File: src/mop_pkg.sv
// ----------------------------------------------------------------------------
// mop_pkg
// Shared types and constants for the Markov occupancy propagator.
// ----------------------------------------------------------------------------
package mop_pkg;

	localparam int          MAX_STATES = 8;

	localparam logic [15:0] ONE_Q15    = 16'd32768;
	localparam int          ROUND_HALF = 16384;

	// configuration register indexes
	localparam logic REG_NUM_STATES   = 1'b0;
	localparam logic REG_DENSITY      = 1'b1;

	localparam logic MODE_INIT = 1'b0;

	typedef enum logic [3:0] {
		ST_IDLE,
		ST_CHECK,
		ST_MUL,
		ST_ACC,
		ST_CRD,
		ST_CWR,
		ST_ERD,
		ST_EMUL,
		ST_EOUT
	} ctl_state_t;

	typedef struct packed {
		logic cap;       // latch input item
		logic init_wr;   // write initial vector element
		logic rd_item;   // read dist[row] and accum[col]
		logic mul;       // dist * p
		logic acc_wr;    // accumulate into accum[col]
		logic k_clr;
		logic k_inc;
		logic crd;       // read accum[k]
		logic cwr;       // commit accum[k] into dist[k]
		logic acc_clear;
		logic occ_zero;
		logic occ_inc;
		logic erd;       // read dist[1]
		logic emul;      // density * dist[1]
		logic out_load;
	} mop_cmd_t;

	typedef struct packed {
		logic mode;
		logic in_range;
		logic last_load;
		logic last_mat;
		logic k_last;
		logic out_free;
	} mop_sts_t;

endpackage

File: src/mop_ctrl.sv
// ----------------------------------------------------------------------------
// mop_ctrl
// Sequencer: walks one item at a time through check, load or accumulate, commit and emit.
// ----------------------------------------------------------------------------
module mop_ctrl (
	input  logic              clk,
	input  logic              arst_n,
	input  logic              in_valid,
	output logic              in_stall,
	input  mop_pkg::mop_sts_t sts,
	output mop_pkg::mop_cmd_t cmd
);

	mop_pkg::ctl_state_t state_q, state_d;

	always_ff @(posedge clk or negedge arst_n) begin
		if (!arst_n) begin
			state_q <= mop_pkg::ST_IDLE;
		end else begin
			state_q <= state_d;
		end
	end

	always_comb begin
		state_d  = state_q;
		cmd      = '0;
		in_stall = 1'b1;
		case (state_q)
			mop_pkg::ST_IDLE: begin
				in_stall = 1'b0;
				if (in_valid) begin
					cmd.cap = 1'b1;
					state_d = mop_pkg::ST_CHECK;
				end
			end
			mop_pkg::ST_CHECK: begin
				if (!sts.in_range) begin
					state_d = mop_pkg::ST_IDLE;
				end else if (sts.mode == mop_pkg::MODE_INIT) begin
					cmd.init_wr = 1'b1;
					if (sts.last_load) begin
						cmd.acc_clear = 1'b1;
						cmd.occ_zero  = 1'b1;
						state_d       = mop_pkg::ST_ERD;
					end else begin
						state_d = mop_pkg::ST_IDLE;
					end
				end else begin
					cmd.rd_item = 1'b1;
					state_d     = mop_pkg::ST_MUL;
				end
			end
			mop_pkg::ST_MUL: begin
				cmd.mul = 1'b1;
				state_d = mop_pkg::ST_ACC;
			end
			mop_pkg::ST_ACC: begin
				cmd.acc_wr = 1'b1;
				if (sts.last_mat) begin
					cmd.k_clr = 1'b1;
					state_d   = mop_pkg::ST_CRD;
				end else begin
					state_d = mop_pkg::ST_IDLE;
				end
			end
			mop_pkg::ST_CRD: begin
				cmd.crd = 1'b1;
				state_d = mop_pkg::ST_CWR;
			end
			mop_pkg::ST_CWR: begin
				cmd.cwr = 1'b1;
				if (sts.k_last) begin
					cmd.acc_clear = 1'b1;
					cmd.occ_inc   = 1'b1;
					state_d       = mop_pkg::ST_ERD;
				end else begin
					cmd.k_inc = 1'b1;
					state_d   = mop_pkg::ST_CRD;
				end
			end
			mop_pkg::ST_ERD: begin
				cmd.erd = 1'b1;
				state_d = mop_pkg::ST_EMUL;
			end
			mop_pkg::ST_EMUL: begin
				cmd.emul = 1'b1;
				state_d  = mop_pkg::ST_EOUT;
			end
			mop_pkg::ST_EOUT: begin
				if (sts.out_free) begin
					cmd.out_load = 1'b1;
					state_d      = mop_pkg::ST_IDLE;
				end
			end
			default: begin
				state_d = mop_pkg::ST_IDLE;
			end
		endcase
	end

endmodule

File: src/mop_datapath.sv
// ----------------------------------------------------------------------------
// mop_datapath
// Config registers, distribution and accumulator stores, multipliers,
// occasion counter and output register.
// ----------------------------------------------------------------------------
module mop_datapath (
	input  logic              clk,
	input  logic              arst_n,
	input  logic              wr_en,
	input  logic              wr_index,
	input  logic [31:0]       wr_data,
	input  logic              mode,
	input  logic [2:0]        row_index,
	input  logic [2:0]        col_index,
	input  logic [15:0]       prob_value,
	input  mop_pkg::mop_cmd_t cmd,
	output mop_pkg::mop_sts_t sts,
	output logic              out_valid,
	input  logic              out_stall,
	output logic [15:0]       occasion,
	output logic [31:0]       mean_density
);

	localparam int IDX_W = (mop_pkg::MAX_STATES > 2) ? $clog2(mop_pkg::MAX_STATES) : 1;

	logic [3:0]  num_states_q;
	logic [31:0] density_q;

	logic        it_mode_q;
	logic [2:0]  it_row_q, it_col_q;
	logic [15:0] it_p_q;
	logic [3:0]  it_n_q;
	logic [3:0]  n_cfg;
	logic [15:0] p_sat;

	logic [15:0] cur_mem [mop_pkg::MAX_STATES];
	logic [33:0] acc_mem [mop_pkg::MAX_STATES];
	logic [mop_pkg::MAX_STATES-1:0] acc_vld_q;
	logic [15:0] cur_rd_q;
	logic [33:0] acc_rd_q;
	logic        acc_rv_q;
	logic [31:0] prod_q;
	logic [47:0] mprod_q;
	logic [3:0]  k_q;
	logic [15:0] occ_q;
	logic        out_valid_q;
	logic [15:0] out_occ_q;
	logic [31:0] out_mean_q;

	logic [IDX_W-1:0] row_idx, col_idx, k_idx, cur_ra, cur_wa, acc_ra;
	logic             cur_we, cur_re, acc_re;
	logic [15:0]      cur_wd, commit_val;
	logic [33:0]      acc_old, acc_new;
	logic [34:0]      acc_sum, acc_rnd;
	logic [48:0]      mean_rnd;
	logic [31:0]      mean_val;

	always_ff @(posedge clk or negedge arst_n) begin
		if (!arst_n) begin
			num_states_q <= 4'd2;
			density_q    <= 32'd65536;
		end else if (wr_en) begin
			case (wr_index)
				mop_pkg::REG_NUM_STATES: num_states_q <= wr_data[3:0];
				mop_pkg::REG_DENSITY:    density_q    <= wr_data;
				default: ;
			endcase
		end
	end

	always_comb begin
		if (num_states_q < 4'd2)
			n_cfg = 4'd2;
		else if (32'(num_states_q) > mop_pkg::MAX_STATES)
			n_cfg = 4'(mop_pkg::MAX_STATES);
		else
			n_cfg = num_states_q;
	end

	assign p_sat = (prob_value > mop_pkg::ONE_Q15) ? mop_pkg::ONE_Q15 : prob_value;

	always_ff @(posedge clk) begin
		if (cmd.cap) begin
			it_mode_q <= mode;
			it_row_q  <= row_index;
			it_col_q  <= col_index;
			it_p_q    <= p_sat;
			it_n_q    <= n_cfg;
		end
	end

	assign row_idx = IDX_W'(it_row_q);
	assign col_idx = IDX_W'(it_col_q);
	assign k_idx   = IDX_W'(k_q);

	assign sts.mode      = it_mode_q;
	assign sts.in_range  = ({1'b0, it_row_q} < it_n_q) &&
		((it_mode_q == mop_pkg::MODE_INIT) || ({1'b0, it_col_q} < it_n_q));
	assign sts.last_load = ({1'b0, it_row_q} == it_n_q - 4'd1);
	assign sts.last_mat  = sts.last_load && ({1'b0, it_col_q} == it_n_q - 4'd1);
	assign sts.k_last    = (k_q == it_n_q - 4'd1);
	assign sts.out_free  = !out_valid_q || !out_stall;

	// distribution store
	assign cur_re = cmd.rd_item | cmd.erd;
	assign cur_ra = cmd.erd ? IDX_W'(1) : row_idx;
	assign cur_we = cmd.init_wr | cmd.cwr;
	assign cur_wa = cmd.cwr ? k_idx : row_idx;
	assign cur_wd = cmd.cwr ? commit_val : it_p_q;

	always_ff @(posedge clk) begin
		if (cur_we)
			cur_mem[cur_wa] <= cur_wd;
		if (cur_re)
			cur_rd_q <= cur_mem[cur_ra];
	end

	// accumulator store; an entry without its valid bit reads as zero
	assign acc_re  = cmd.rd_item | cmd.crd;
	assign acc_ra  = cmd.crd ? k_idx : col_idx;
	assign acc_old = acc_rv_q ? acc_rd_q : 34'd0;
	assign acc_sum = {1'b0, acc_old} + {3'd0, prod_q};
	assign acc_new = acc_sum[34] ? '1 : acc_sum[33:0];

	always_ff @(posedge clk) begin
		if (cmd.acc_wr)
			acc_mem[col_idx] <= acc_new;
		if (acc_re) begin
			acc_rd_q <= acc_mem[acc_ra];
			acc_rv_q <= acc_vld_q[acc_ra];
		end
	end

	always_ff @(posedge clk or negedge arst_n) begin
		if (!arst_n) begin
			acc_vld_q <= '0;
		end else if (cmd.acc_clear) begin
			acc_vld_q <= '0;
		end else if (cmd.acc_wr) begin
			acc_vld_q[col_idx] <= 1'b1;
		end
	end

	// commit: round half up to Q1.15, saturate at one
	assign acc_rnd    = {1'b0, acc_old} + 35'(mop_pkg::ROUND_HALF);
	assign commit_val = (acc_rnd[34:15] > 20'(mop_pkg::ONE_Q15)) ?
		mop_pkg::ONE_Q15 : acc_rnd[30:15];

	always_ff @(posedge clk) begin
		if (cmd.mul)
			prod_q <= cur_rd_q * it_p_q;
		if (cmd.emul)
			mprod_q <= density_q * cur_rd_q;
	end

	assign mean_rnd = {1'b0, mprod_q} + 49'(mop_pkg::ROUND_HALF);
	assign mean_val = (mean_rnd[48:47] != 2'd0) ? '1 : mean_rnd[46:15];

	always_ff @(posedge clk or negedge arst_n) begin
		if (!arst_n) begin
			k_q         <= 4'd0;
			occ_q       <= 16'd0;
			out_valid_q <= 1'b0;
		end else begin
			if (cmd.k_clr)
				k_q <= 4'd0;
			else if (cmd.k_inc)
				k_q <= k_q + 4'd1;
			if (cmd.occ_zero)
				occ_q <= 16'd0;
			else if (cmd.occ_inc && (occ_q != 16'hFFFF))
				occ_q <= occ_q + 16'd1;
			if (cmd.out_load)
				out_valid_q <= 1'b1;
			else if (!out_stall)
				out_valid_q <= 1'b0;
		end
	end

	always_ff @(posedge clk) begin
		if (cmd.out_load) begin
			out_occ_q  <= occ_q;
			out_mean_q <= mean_val;
		end
	end

	assign out_valid    = out_valid_q;
	assign occasion     = out_occ_q;
	assign mean_density = out_mean_q;

endmodule

File: src/markov_occupancy_propagator_core.sv
// A result follows the final initial-vector element through check, dist[1] read,
// density multiply and output; a matrix's final element adds multiply, accumulate
// and a commit pass that reads and writes back each state. An out-of-range item
// or non-final load returns to idle after check; other matrix elements return
// after multiply and accumulate. Items are taken only in idle, one at a time.
// Reset clears control, accumulator valid bits and occasion count and sets config to defaults; no clearing pass.
// ----------------------------------------------------------------------------
// markov_occupancy_propagator_core
// Forward propagation of a life-state distribution through streamed matrices.
// ----------------------------------------------------------------------------
module markov_occupancy_propagator_core (
	input  logic        clk,
	input  logic        arst_n,
	input  logic        wr_en,
	input  logic        wr_index,
	input  logic [31:0] wr_data,
	input  logic        in_valid,
	output logic        in_stall,
	input  logic        mode,
	input  logic [2:0]  row_index,
	input  logic [2:0]  col_index,
	input  logic [15:0] prob_value,
	output logic        out_valid,
	input  logic        out_stall,
	output logic [15:0] occasion,
	output logic [31:0] mean_density
);

	mop_pkg::mop_cmd_t cmd;
	mop_pkg::mop_sts_t sts;

	mop_ctrl u_ctrl (
		.clk      (clk),
		.arst_n   (arst_n),
		.in_valid (in_valid),
		.in_stall (in_stall),
		.sts      (sts),
		.cmd      (cmd)
	);

	mop_datapath u_dp (
		.clk          (clk),
		.arst_n       (arst_n),
		.wr_en        (wr_en),
		.wr_index     (wr_index),
		.wr_data      (wr_data),
		.mode         (mode),
		.row_index    (row_index),
		.col_index    (col_index),
		.prob_value   (prob_value),
		.cmd          (cmd),
		.sts          (sts),
		.out_valid    (out_valid),
		.out_stall    (out_stall),
		.occasion     (occasion),
		.mean_density (mean_density)
	);

	// a result is never loaded over one that is still waiting
	a_no_overwrite: assert property (@(posedge clk) disable iff (!arst_n)
		cmd.out_load |-> (!out_valid || !out_stall))
		else $error("result overwritten before delivery");

	// once an item is taken the block is busy on the next cycle
	a_busy_after_cap: assert property (@(posedge clk) disable iff (!arst_n)
		cmd.cap |=> in_stall)
		else $error("item accepted while previous item in work");

	// only one store write source in any cycle
	a_one_writer: assert property (@(posedge clk) disable iff (!arst_n)
		$onehot0({cmd.init_wr, cmd.cwr, cmd.acc_wr}))
		else $error("conflicting store writes");

	// the occasion count is forced to zero only by an initial load
	a_occ_zero: assert property (@(posedge clk) disable iff (!arst_n)
		cmd.occ_zero |-> cmd.init_wr)
		else $error("occasion cleared outside initial load");

endmodule

File: config.mk
export PLATFORM = sky130hd
export DESIGN_NAME = markov_occupancy_propagator_core
export DESIGN_NICKNAME = d
export VERILOG_FILES = /design/src/mop_pkg.sv /design/src/mop_ctrl.sv /design/src/mop_datapath.sv /design/src/markov_occupancy_propagator_core.sv
export SDC_FILE = /design/constraint.sdc
export NUM_CORES = 2
export LEC_CHECK = 0
export BUFFER_PORTS_ARGS = -buffer_cell sky130_fd_sc_hd__buf_2
export CAP_MARGIN = 20
export CELL_PAD_IN_SITES_DETAIL_PLACEMENT = 0
export CELL_PAD_IN_SITES_GLOBAL_PLACEMENT = 1
export CORE_UTILIZATION = 48
export DETAILED_ROUTE_END_ITERATION = 7
export GPL_TIMING_DRIVEN = 0
export MAX_ROUTING_LAYER = met4
export PLACE_DENSITY = 0.85
export SETUP_SLACK_MARGIN = 0.3
export SYNTH_ARGS = -nofsm -noshare
export SYNTH_HDL_FRONTEND = slang
export SYNTH_SLANG_ARGS = --single-unit
export TNS_END_PERCENT = 20
File: constraint.sdc
create_clock -name clk -period 6.9 [get_ports clk]
set_clock_uncertainty 0.05 [all_clocks]
set_input_delay 0.69 -clock clk [delete_from_list [all_inputs] [get_ports clk]]
set_output_delay 0.69 -clock clk [all_outputs]
set_load 0.005 [all_outputs]
==> metrics.csv <==
stage,metric,value,unit
drt,dr.pass1.iters,7,
sta,setup_tns,0,ns
placement,globalplace.congestion,0.957,
critical_path,end_kind,flip-flop,
critical_path,worstRegToRegCells,25,
outcome,violations,design-rule violations,
sta,period_share,98.6,%
cts,clk_pin_slew,0.07,ns
sta,min_period,6.80,ns
drt,drt_iter0_drc,2888,
critical_path,worst-endpoint-arrival,7.17,ns
cells_and_area,post-route-util,55.6,%
synth,synthFlopType,edfxtp_1,
placement,port_buffers,109,
synth,yosysSeqAreaShare,37.9,%
drt,drc,7,
global_route,grt_pass1_wl,210,mm
global_route,antenna_found_initial,7,
sta,hold_viol,0,
die,coreArea,106000,um2
sta,worst_slew_pin_slew,1.12,ns
placement,dp_hpwl,101,mm
cts,cts_tree,done,
die,dieWidth,329,um
synth,synth_area_leaders,"edfxtp_1 (35%), fa_1 (24%), ha_1 (6.4%)",
global_route,overflow,0,
cells_and_area,nets,5626,
die,rows,119,
synth,synth_top_area_share,34.6,%
synth,synth_top_cell_by_area,edfxtp_1,
cts,htreeDepth,3,
global_route,first_global_vias,35348,
synth,synth_fp_nets,5326,
synth,synthArstFlopShare,10.4,%
global_route,grt_usage,26.8,%
cts,cts_buffers,74,
cts,cts_root_buffer,clkbuf_16,
drt,routed_wl,137,mm
worst_hold_path,hp-class,in2reg,
synth,synth_area,51500,um2
sta,final_max_slew_viol_count,0,
synth,synth-edff-count,592,
global_route,grt_max_degree,43,
outcome,outcome,finished with violations,
cells_and_area,drive_gt1_share,16.4,%
drt,vias,34040,
die,die_h,329,um
sta,slew_headroom,24.6,%
cts,cts_sinks,661,
synth,avgSynthCellArea,11.7,um2
drt,ant_nets,0,
critical_path,required,7.27,ns
drt,vias_per_cell,5.54,
critical_path,cp_slowest_cell,fa_1,
sta,max_freq,147,MHz
cts,clkLatencyLatePin,0.68,ns
synth,ys_types,67,
critical_path,crit_path_max_fanout,8,
die,dieArea,109000,um2
worst_hold_path,min_path_cells,1,
sta,setup_viol_count_final,0,
synth,synthCells,4389,
die,num_io_pins,111,
die,start_util,48.7,%
sta,rsz0062_at_grt,yes,
critical_path,crit_type,reg2reg,
drt,wl_per_cell,22.3,um
synth,yosys_register_bits,661,
critical_path,critPathMaxStageDelay,0.60,ns
critical_path,crit_path_frequent_cell,fa_1,
cts,clock_path_buffers,3,
run,max-cap-violations,0,
cells_and_area,area_delta_synth_final,14.3,%
critical_path,start_kind,flip-flop,
synth,yosysWarnings,0,
cells_and_area,fillers,8735,
-- through the flow --
step           instance area [um2]  worst slack (ns)  std cells  hold WS [ns]
6_report                     58800            0.0951       6143         0.144
2_1_floorplan                51500             0.310       4389         0.344
3_5_place_dp                 54200             -1.48       5914         0.428
3_3_place_gp                 53700             -1.43       5889         0.418
4_1_cts                      58300             0.150       6116         0.118
5_1_grt                      58800           -0.0257       6143         0.123
-- area by class of cell --
| class | instances | area [um2] | area share, % |
|---|---|---|---|
| tap | 1391 | 1740 | 2.96 |
| clock buffer | 99 | 2040 | 3.46 |
| clock inverter | 36 | 507 | 0.861 |
| multi-input combinational | 2823 | 29100 | 49.5 |
| timing repair buffer | 226 | 1740 | 2.96 |
| sequential | 661 | 19500 | 33.2 |
| inverter | 710 | 2670 | 4.53 |
| antenna | 4 | 10.0 | 0.0170 |
| buffer | 193 | 1500 | 2.55 |
-- worst paths after layout --
check	start	end	slack (ns)
setup / recovery	u_dp.cur_rd_q[13]	u_dp.mprod_q[42]	0.1
hold / removal	col_index[0]	u_dp.col_idx[0]	0.14
setup reg to reg	u_dp.cur_rd_q[13]	u_dp.mprod_q[42]	0.1
hold reg to reg	u_dp.acc_vld_q[6]	u_dp.acc_vld_q[6]	0.44
max in group asynchronous	arst_n	u_dp.density_q[16]	5.50
min in group asynchronous	arst_n	u_dp.occ_q[1]	0.50
-- critical path: cells and delay by family (launching register included) --
family	cells	cell delay, ns
fa+ha+maj	7	2.98
compound gates	5	1.05
flops	1	0.58
buf+inv	7	0.79
xor+xnor	1	0.10
simple gates	5	0.98
-- per-layer routing --
| layer | track usage, % | up-vias | wire, um |
|---|---|---|---|
| met5 | - | - | 0 |
| met4 | 9.71 | 0 | 5610 |
| met3 | 5.66 | 319 | 11800 |
| met2 | 41.3 | 1383 | 63700 |
| met1 | 35.2 | 17427 | 55800 |
| li1 | - | 14911 | - |
-- synth_stat cells, types with 15 or more instances --
master	n
inv_1	710
fa_1	612
nand2_1	602
edfxtp_1	592
and2_1	352
ha_1	264
clkbuf_1	173
nor2_1	104
a21oi_1	99
mux4_2	99
xnor2_1	91
mux2_2	86
dfrtp_1	67
xor2_1	65
a21o_1	64
o21ai_0	48
nand3_1	46
nor2b_1	33
nand4_1	26
o21a_1	22
nor3_1	21
and3_1	19
nand2b_1	18
a31oi_1	15
-- registers in the layout, indices dropped and copies added (netlist names) --
name / cells
u_dp.prod_q: 32
u_dp.occ_q: 16
u_dp.occasion: 16
u_dp.acc_rd_q: 34
u_dp.it_row_q: 3
u_ctrl.state_q: 4
u_dp.acc_mem: 272
u_dp.acc_rv_q: 1
u_dp.k_q: 4
u_dp.cur_rd_q: 16
u_dp.density_q: 32
u_dp.mprod_q: 34
u_dp.acc_vld_q: 8
u_dp.it_mode_q: 1
u_dp.mean_density: 32
u_dp.it_n_q: 4
u_dp.out_valid: 1
u_dp.it_p_q: 16
u_dp.col_idx: 3
u_dp.cur_mem: 128
u_dp.num_states_q: 4
-- kinds of logic after synthesis --
group	synth area share [%]
and+or+nand+nor	11.9
muxes	6.45
DFF	37.9
xor gates and xnor gates	2.66
AOI/OAI and AO/OA	4.20
adders and majority gates	30.2
buffers and inverters	6.68
-- timing repair --
action                                  CTS  global route
pin swaps                                47            49
endpoints found under the setup margin   49            37
setup buffers                            67            23
hold buffers                              1             0
resized for setup                       297           124
gates cloned                              1             0
hold endpoints to repair                 26             0
-- layout by cell type (no fill, tap or decap), types with 64 or more instances in the layout --
master	instances
and2_1	348
ha_1	251
fa_1	606
buf_2	126
edfxtp_1	592
a21o_1	64
mux2_2	86
xor2_1	65
nor2_1	94
clkbuf_16	82
a21oi_1	88
xnor2_1	90
buf_4	87
inv_1	700
mux4_2	99
clkbuf_1	69
nand2_1	593
Power is not shown: default switching activity piles up to over one toggle a cycle in this logic, so the estimate is an artifact.
